===== config.mk =====
export PLATFORM = sky130hd
export DESIGN_NAME = v2py_sqrt_cell
export DESIGN_NICKNAME = d
export VERILOG_FILES = /design/src/v2py_pkg.sv /design/src/v2py_sqrt_cell.sv
export SDC_FILE = /design/constraint.sdc
export NUM_CORES = 1
export LEC_CHECK = 0
export ABC_CLOCK_PERIOD_IN_PS = 6370
export BUFFER_PORTS_ARGS = -buffer_cell sky130_fd_sc_hd__buf_4
export CAP_MARGIN = 20
export CORE_UTILIZATION = 58
export CTS_BUF_LIST = sky130_fd_sc_hd__clkbuf_4
export CTS_CLUSTER_DIAMETER = 40
export DETAILED_ROUTE_END_ITERATION = 7
export GPL_ROUTABILITY_DRIVEN = 0
export PLACE_DENSITY = 0.94
export SYNTH_ARGS = -nofsm -noshare
export SYNTH_HDL_FRONTEND = slang
export SYNTH_SLANG_ARGS = --single-unit
export TNS_END_PERCENT = 20

===== constraint.sdc =====
create_clock -name clk_i -period 6.37 [get_ports clk_i]
set_input_delay 0.637 -clock clk_i [delete_from_list [all_inputs] [get_ports clk_i]]
set_output_delay 0.637 -clock clk_i [all_outputs]
set_load 0.02 [all_outputs]

===== src/v2py_pkg.sv =====
// Package of the pitch and yaw unit: widths, angle constants, types.
// Depends on nothing; used by every module of the unit.
`default_nettype none

package v2py_pkg;

  localparam int COORD_WIDTH     = 24;
  localparam int ROTATION_STAGES = 16;
  localparam int TABLE_LEN       = 24;

  localparam int D_W        = COORD_WIDTH + 1;
  localparam int MAG_W      = (COORD_WIDTH > 24) ? 24 : COORD_WIDTH;
  localparam int MAG_SHIFT  = (COORD_WIDTH > 24) ? COORD_WIDTH - 24 : 0;
  localparam int ROOT_W     = MAG_W + 1;
  localparam int SQ_W       = 2 * ROOT_W + 1;
  localparam int ROOT_IDX_W = $clog2(ROOT_W);
  localparam int PRE_SHIFT  = 58 - COORD_WIDTH;
  localparam int CR_W       = 62;
  localparam int ANG_W      = 31;
  localparam int STG_W      = $clog2(TABLE_LEN);
  localparam int UNIT_W     = ANG_W + 1 - 13;
  localparam int PITCH_W    = 15;
  localparam int YAW_W      = 16;
  localparam int LATENCY    = ROOT_W + ROTATION_STAGES + 5;

  localparam logic signed [ANG_W-1:0] HALF_TURN    = ANG_W'(180 * 1048576);
  localparam logic signed [ANG_W-1:0] QUARTER_TURN = ANG_W'(90 * 1048576);
  localparam logic signed [UNIT_W-1:0] YAW_MOD     = UNIT_W'(46080);
  localparam logic signed [UNIT_W-1:0] PITCH_LIMIT = UNIT_W'(11520);

  typedef struct packed {
    logic [SQ_W-1:0] rem;
    logic [SQ_W-1:0] res;
  } sqrt_t;

  typedef struct packed {
    logic signed [CR_W-1:0]  x;
    logic signed [CR_W-1:0]  y;
    logic signed [ANG_W-1:0] ang;
    logic                    bypass;
  } cordic_t;

  // Arctangent of two to the minus i, in units of 2^-20 degree.
  function automatic logic signed [ANG_W-1:0] step_angle(input logic [STG_W-1:0] i);
    logic signed [ANG_W-1:0] a;
    case (i)
      5'd0:    a = ANG_W'(47185920);
      5'd1:    a = ANG_W'(27855475);
      5'd2:    a = ANG_W'(14718068);
      5'd3:    a = ANG_W'(7471121);
      5'd4:    a = ANG_W'(3750058);
      5'd5:    a = ANG_W'(1876857);
      5'd6:    a = ANG_W'(938658);
      5'd7:    a = ANG_W'(469357);
      5'd8:    a = ANG_W'(234682);
      5'd9:    a = ANG_W'(117342);
      5'd10:   a = ANG_W'(58671);
      5'd11:   a = ANG_W'(29335);
      5'd12:   a = ANG_W'(14668);
      5'd13:   a = ANG_W'(7334);
      5'd14:   a = ANG_W'(3667);
      5'd15:   a = ANG_W'(1833);
      5'd16:   a = ANG_W'(917);
      5'd17:   a = ANG_W'(458);
      5'd18:   a = ANG_W'(229);
      5'd19:   a = ANG_W'(115);
      5'd20:   a = ANG_W'(57);
      5'd21:   a = ANG_W'(29);
      5'd22:   a = ANG_W'(14);
      5'd23:   a = ANG_W'(7);
      default: a = '0;
    endcase
    return a;
  endfunction

endpackage

`default_nettype wire


===== src/v2py_sqrt_cell.sv =====
// One cell of the pipelined integer square root: settles one root bit.
// Depends on v2py_pkg.
`default_nettype none

module v2py_sqrt_cell (
  input  wire logic                             clk_i,
  input  wire logic [v2py_pkg::ROOT_IDX_W-1:0]  idx_i,
  input  wire v2py_pkg::sqrt_t                  data_i,
  output v2py_pkg::sqrt_t                       data_o
);

  logic [v2py_pkg::SQ_W-1:0] bitv;
  logic [v2py_pkg::SQ_W-1:0] trial;
  v2py_pkg::sqrt_t           data_d;
  v2py_pkg::sqrt_t           data_q;

  always_comb begin
    bitv  = v2py_pkg::SQ_W'(1) << {idx_i, 1'b0};
    trial = data_i.res + bitv;
    if (data_i.rem >= trial) begin
      data_d.rem = data_i.rem - trial;
      data_d.res = (data_i.res >> 1) + bitv;
    end else begin
      data_d.rem = data_i.rem;
      data_d.res = data_i.res >> 1;
    end
  end

  always_ff @(posedge clk_i) begin
    data_q <= data_d;
  end

  assign data_o = data_q;

endmodule

`default_nettype wire


======== Yosys cells after proc, flatten, opt, wreduce, memory -nomap -nowiden ========
Cells that the tools add are included.
word-level totals
  bits in registers ....................... 102
  bits of input ports ..................... 108
  output and inout port bits .............. 102
  word-level logic and storage cells ...... 9
cells by class
  add/sub/neg operators ................... 3
  $lt $le $gt $ge ......................... 1
  shifts and indexed selects .............. 1
  multiplexer cells ....................... 1
operator list
  operator              number
  $mux 102              1
  $add 50x51->51        1
  $add 51x51->51        1
  $ge 51x51->1          1
  $shl 1x6->51 const A  1
  $sub 51x51->51        1

======== Logic depth before layout (Yosys ltp) ========
Gate-level depths: netlist of run 1.
  depth in word-level cells ............... 4
  depth in mapped cells ................... 26
  depth with buffers taken out ............ 23

======== Least setup slack after synthesis of run 1 ========
No wires, ideal clock.
  path kind ............................... input to register
  start point ............................. input idx_i[0] (netlist name)
  end point ............................... register data_q, in the netlist data_o[57]
  setup time .............................. 0.070 ns
  arrival ................................. 5.700 ns
  required time ........................... 6.300 ns
  path slack .............................. 0.600 ns
  cell stages on the path ................. 26
  path buffers ............................ 5
  path through ............................ buf_4 or3b_1 buf_2 nor2_1 ha_1 nand4_1 or4b_2 o21ai_2 a21oi_1 o31ai_1 a31oi_1 o21ba_2 o21ai_0 xnor2_1 ha_1 clkbuf_1 nand4_1 or4_1 nor4_1 nand4_1 nand2_1 a211o_1 buf_6 clkbuf_1 nor2_1 a21oi_1
RTL lines
  item                    line                  text
  start: declaration      v2py_sqrt_cell.sv:7   input wire logic [v2py_pkg::ROOT_IDX_W-1:0] idx_i,
  end signal: assignment  v2py_sqrt_cell.sv:30  data_q <= data_d;
  end: declaration        v2py_sqrt_cell.sv:15  v2py_pkg::sqrt_t data_q;

==> results_dict.tcl, run 1 <==
set metrics [dict create \
    power_mw 2.219 \
    die_area_um2 17840 \
    ant_nets 0 \
    drt_iter0_drc 1432 \
    num_vias 11280 \
    largest_reg_flops 102 \
    slew_headroom 0.5382 \
    ys_types 80 \
    htree_levels 3 \
    worstPathMaxFanout 22 \
    routed-wl-met2_mm 13.89 \
    setup_violations 0 \
    io_buffers 209 \
    synth_seq_cells 102 \
    yosysSeqAreaShare 0.2034 \
    peakVddDrop_uv 120.0 \
    cts_tree "built" \
    grt_pass1_vias 10330 \
    cp-start-kind "primary input" \
    cts-hold-fix-buffers 0 \
    grt-ovfl-total 0 \
    final_core_util 0.7086 \
    clock_sinks 102 \
    io_pins 210 \
    hpwl_mm 25.12 \
    syn_nets 1558 \
    crit_type "in2reg" \
    die_x_um 133.6 \
    drv_cap 0 \
    fin_crit_sh 0.9444 \
    final_layout_size_suffix_gt1_frac 0.1820 \
    cp-startpoint "idx_i[4]" \
    end_kind "flop" \
    holdCritStartpoint "data_i[60]" \
    placed_cell_area_um2 11750 \
    finalInstanceArea_um2 11880 \
    grt_max_degree 55 \
    post_cts_buffers 0 \
    rows 47 \
    cts_buffers 9 \
    wl_per_cell_um 17.91 \
    clkTransAtPathRegs_ns 0.15 \
    root_buffer "clkbuf_4" \
    cts_repair_resize_count 0 \
    dr.pass1.iters 7 \
    synth_cells 1348 \
    yosysTopAreaCell "dfxtp_1" \
    worst_slew_pin_slew_ns 0.6868 \
    met3RoutedLength_mm 3.358 \
    powerDensity_nw_per_um2 186.8 \
    wl_mm 31.43 \
    hp-class "in2reg" \
    slew_viol_final 0 \
    antenna_found_initial 1 \
    outcome "finished, final reports clean" \
    dominantRegCellSynth "dfxtp_1" \
    syn_area_per_cell_um2 7.446 \
    p_leak_nw 5.138 \
    grt_usage 0.3442 \
    wl_met1_mm 12.51 \
    syn-cell-area_um2 10040 \
    rsz0062_at_grt "no" \
    drc 0 \
    clk_path_buf_depth 2 \
    maxUsedRoutingLayer "met4" \
    yosys-top-cells-area "dfxtp_1 (20%), ha_1 (13%), xor2_1 (7.3%), a21oi_1 (6.5%), nand2_1 (6.0%)" \
    synth_top_area_frac 0.2034 \
    via_per_inst 6.428 \
    period_needed_ns 6.016 \
    design.core.area_um2 16760 \
    num-fill-cells 1292 \
    die_y_um 133.6 \
    synth-edff-count 0 \
    hold_viol_final 0 \
    synthToLayoutAreaGrowth_pct 18.32 \
    tns_ns 0 \
    grt_pass1_wl_mm 49.55 \
    async_flop_share 0 \
    start_util 0.5989 \
    fmax_ghz 0.1662 \
    cp_data_arrival_time_ns 6.45 \
    crit_required_ns 6.80 \
    nNetsFinal 1738 \
    yosys_warnings 0 \
]
-- logic make-up after synthesis --
kind of cell | Yosys count | share of synthesized area
DFF | 102 | 0.2034
and+or+nand+nor | 489 | 0.2276
muxes | 3 | 0.003116
AOI/OAI and AO/OA | 437 | 0.2812
xor gates and xnor gates | 141 | 0.1230
buffers and inverters | 73 | 0.03266
adders and majority gates | 103 | 0.1289
-- layout by cell type, fill, tap and decap left out, types with 5 or more instances in the layout --
master	count
nor4_1	6
nand4_1	29
clkbuf_4	9
nand2_1	160
and3_1	10
inv_1	22
nand2b_1	13
xor2_1	84
ha_1	101
o211ai_1	7
a21boi_0	7
buf_4	217
o31a_1	5
o21ai_0	93
a31o_2	13
nand3_1	34
xnor2_1	57
nor2_1	147
nand3b_1	5
dfxtp_1	102
and2_1	12
a21oi_1	130
o21ai_2	7
nor3b_1	8
a211oi_1	7
nor3_1	27
a21o_1	27
o21a_1	9
o31ai_1	10
o21bai_1	23
nor2b_1	12
a31oi_1	56
-- per-stage QoR --
step	cells	setup WS [ns]	hold slack (ns)
after floorplan	1348	0.6005	0.7337
after global placement	1737	0.1652	0.8516
after detailed placement	1737	-0.1286	0.8515
after CTS	1753	0.4000	0.3093
after global routing	1754	0.05347	0.3151
final	1755	0.3539	0.3200
-- worst max-delay path: stages --
cell     delay [ns]
buf_4          0.14
or3_1          0.46
nor2_1         0.19
ha_1           0.26
nand3_1        0.11
or4b_2         0.63
o21ai_2        0.20
a21oi_1        0.15
o31ai_1        0.36
a31oi_1        0.16
o21ba_2        0.23
o21ai_0        0.20
xnor2_1        0.14
ha_1           0.48
nand4_1        0.14
or4_1          0.55
nor4_1         0.33
nand4_1        0.13
nand2_1        0.16
a211o_2        0.16
buf_4          0.29
nand2_1        0.11
xnor2_1        0.21
-- power breakdown --
part / internal (mW) / leakage, nW / switching, mW
logic: 0.443 / 4.21 / 0.660
clock network: 0.113 / 0.0696 / 0.219
registers: 0.749 / 0.860 / 0.0338
total: 1.31 / 5.14 / 0.913
-- layer usage --
metal,global-route usage,vias up
met5,0,-
met4,0.1824,0
met3,0.06355,164
met2,0.5434,766
met1,0.4448,5086
li1,-,5266
-- cell type report --
class / instances / area [um^2] / share of cell area
Antenna cell: 2 / 5.005 / 0.0004214
Clock buffer: 9 / 67.56 / 0.005689
Clock inverter: 7 / 55.05 / 0.004635
Inverter: 22 / 82.58 / 0.006953
Multi-Input combinational cell: 1173 / 7669 / 0.6457
Sequential cell: 102 / 2042 / 0.1719
Tap cell: 220 / 275.3 / 0.02318
Timing Repair Buffer: 220 / 1680 / 0.1415
-- final timing paths --
path,to,cells past startpoint
max,data_o[39]$_DFF_P_,23
min,data_o[60]$_DFF_P_,3
-- synthesized netlist by cell type (all sizes together), types with 28 or more instances --
master  instances
a21oi         131
nor3           28
clkbuf         35
nand3          34
xnor2          57
dfxtp         102
nor2          147
a31oi          56
xor2           84
nand2         160
nand4          29
ha            101
o21ai         103
Note: power is estimated with default switching activity, not from simulation.
==> run 2: changes to the inputs <==
PLACE_DENSITY = 0.92   (was 0.94)
==> results_dict.tcl, run 2 (synthesized netlist as in run 1, its figures left out) <==
set metrics [dict create \
    outcome "finished, final reports clean" \
    powerDensity_nw_per_um2 186.4 \
    p_leak_nw 5.130 \
    clkTransAtPathRegs_ns 0.15 \
    grt_usage 0.3385 \
    grt-ovfl-total 0 \
    finalInstanceArea_um2 11870 \
    use_met1 0.4569 \
    pwr-share-seq 0.353 \
    slowest_stage "or4b_2" \
    rows 47 \
    hpwl_mm 24.58 \
    die_area_um2 17840 \
    crit_required_ns 6.78 \
    internal_power_mw 1.304 \
    p_clk_frac 0.152 \
    htree_levels 3 \
    hold_viol_final 0 \
    num_vias 11180 \
    finalNonFillerCells 1752 \
    cts_tree "built" \
    drv_cap 0 \
    io_pins 210 \
    gr-max-usage-layer "met2" \
    clk_path_buf_depth 2 \
    synthToLayoutAreaGrowth_pct 18.26 \
    grt_pass1_vias 10110 \
    final_core_util 0.7082 \
    grt_max_degree 55 \
    cp_data_arrival_time_ns 6.52 \
    timing.critical_path.cells "buf_4, or3_1, nor2_1, ha_1, nand3_1, or4b_2, o21ai_2, a21oi_1, o22ai_1, o21ai_1, a2111oi_0, o21ai_0, xnor2_1, ha_1, nand3_1, or4_1, nor4_1, nand4_1, nand2_1, a211o_2, buf_4, nand2_1, xnor2_1" \
    cp_top_family "simple AND/OR/NAND/NOR gates" \
    comb_power_share 0.495 \
    multi_input_area_um2 7674 \
    cp-start-kind "primary input" \
    largest_reg_flops 102 \
    final_common_cell "buf_4" \
    p_switching_mw 0.9086 \
    rsz0062_at_grt "no" \
    fmax_ghz 0.1636 \
    slew_viol_final 0 \
    hp-class "in2reg" \
    drc 0 \
    root_buffer "clkbuf_4" \
    worstPathMaxFanout 22 \
    use_met2 0.5246 \
    clock_sinks 102 \
    place_inst 1736 \
    wl_mm 30.49 \
    placed_cell_area_um2 11740 \
    cp_num_buf_inv 2 \
    die_x_um 133.6 \
    dr.pass1.iters 6 \
    fin_crit_sh 0.9594 \
    ant_nets 0 \
    antenna_found_initial 1 \
    crit_type "in2reg" \
    wl_per_cell_um 17.40 \
    start_util 0.5989 \
    seq_area_um2 2042 \
    layout_common_cells "buf_4 (216), nand2_1 (160), nor2_1 (147)" \
    slew_headroom 0.5513 \
    cp-startpoint "idx_i[4]" \
    io_buffers 209 \
    tns_ns 0 \
    setup_violations 0 \
    num-fill-cells 1293 \
    end_kind "flop" \
    cp_num_cells 23 \
    via_per_inst 6.380 \
    globalRouteMet3Util 0.04490 \
    peakVddDrop_uv 131.4 \
    setup.worst_path.end "data_o[39]$_DFF_P_" \
    cts-hold-fix-buffers 0 \
    die_y_um 133.6 \
    grt_pass1_wl_mm 48.70 \
    netSwitchingFraction 0.4107 \
    cts_buffers 9 \
    nNetsFinal 1737 \
    worst_slew_pin_slew_ns 0.6674 \
    design.core.area_um2 16760 \
    drt_iter0_drc 1343 \
    period_needed_ns 6.111 \
    final_layout_size_suffix_gt1_frac 0.1822 \
    cpPeakStageDelay_ns 0.63 \
]
[run 2: worst min path at each step]
| stage | start | end | slack [ns] | depth (start not counted) |
|---|---|---|---|---|
| 5_1_grt | data_i[8] | data_o[7]$_DFF_P_ | 0.31 | 2 |
| 3_5_place_dp | data_i[60] | data_o[60]$_DFF_P_ | 0.85 | 3 |
| 3_3_place_gp | data_i[60] | data_o[60]$_DFF_P_ | 0.85 | 3 |
| 4_1_cts | data_i[60] | data_o[60]$_DFF_P_ | 0.31 | 3 |
| 2_1_floorplan | data_i[14] | data_o[13]$_DFF_P_ | 0.73 | 1 |
| 6_report | data_i[60] | data_o[60]$_DFF_P_ | 0.33 | 3 |
[run 2: worst min-delay path: stages]
cell     delay (ns)
buf_4          0.09
nand2_1        0.04
o21ai_0        0.05
[run 2: area by class of cell]
class / count / area share
multi-input combinational: 1173 / 0.6465
sequential: 102 / 0.1720
timing repair buffer: 219 / 0.1409
tap: 220 / 0.02319
inverter: 22 / 0.006957
clock buffer: 9 / 0.005692
clock inverter: 6 / 0.004533
antenna: 1 / 0.0002108
[run 2: what timing repair did]
action | CTS | global route
setup endpoints to repair | 0 | 28
setup buffers | 0 | 0
resized for setup | 0 | 2
[run 2: power by group through the flow]
stage	combinational (mW)	sequential (mW)	clock (mW)
2_1_floorplan	0.542	0.936	0
4_1_cts	1.08	0.781	0.343
5_1_grt	1.18	0.790	0.369
3_3_place_gp	1.05	0.797	0
6_report	1.10	0.781	0.336
3_5_place_dp	1.07	0.795	0
[run 2: routing by layer]
metal,vias up,share of wire
met5,-,0
li1,5280,-
met4,0,0.046
met3,112,0.10
met2,753,0.43
met1,5033,0.42
[run 2: per-stage QoR]
stage	worst slack [ns]	hold WS (ns)	total power [mW]
2_1_floorplan	0.6005	0.7337	1.477
3_3_place_gp	0.1630	0.8514	1.846
3_5_place_dp	-0.08632	0.8531	1.866
4_1_cts	0.4455	0.3118	2.201
5_1_grt	0.01196	0.3129	2.335
6_report	0.2588	0.3290	2.213
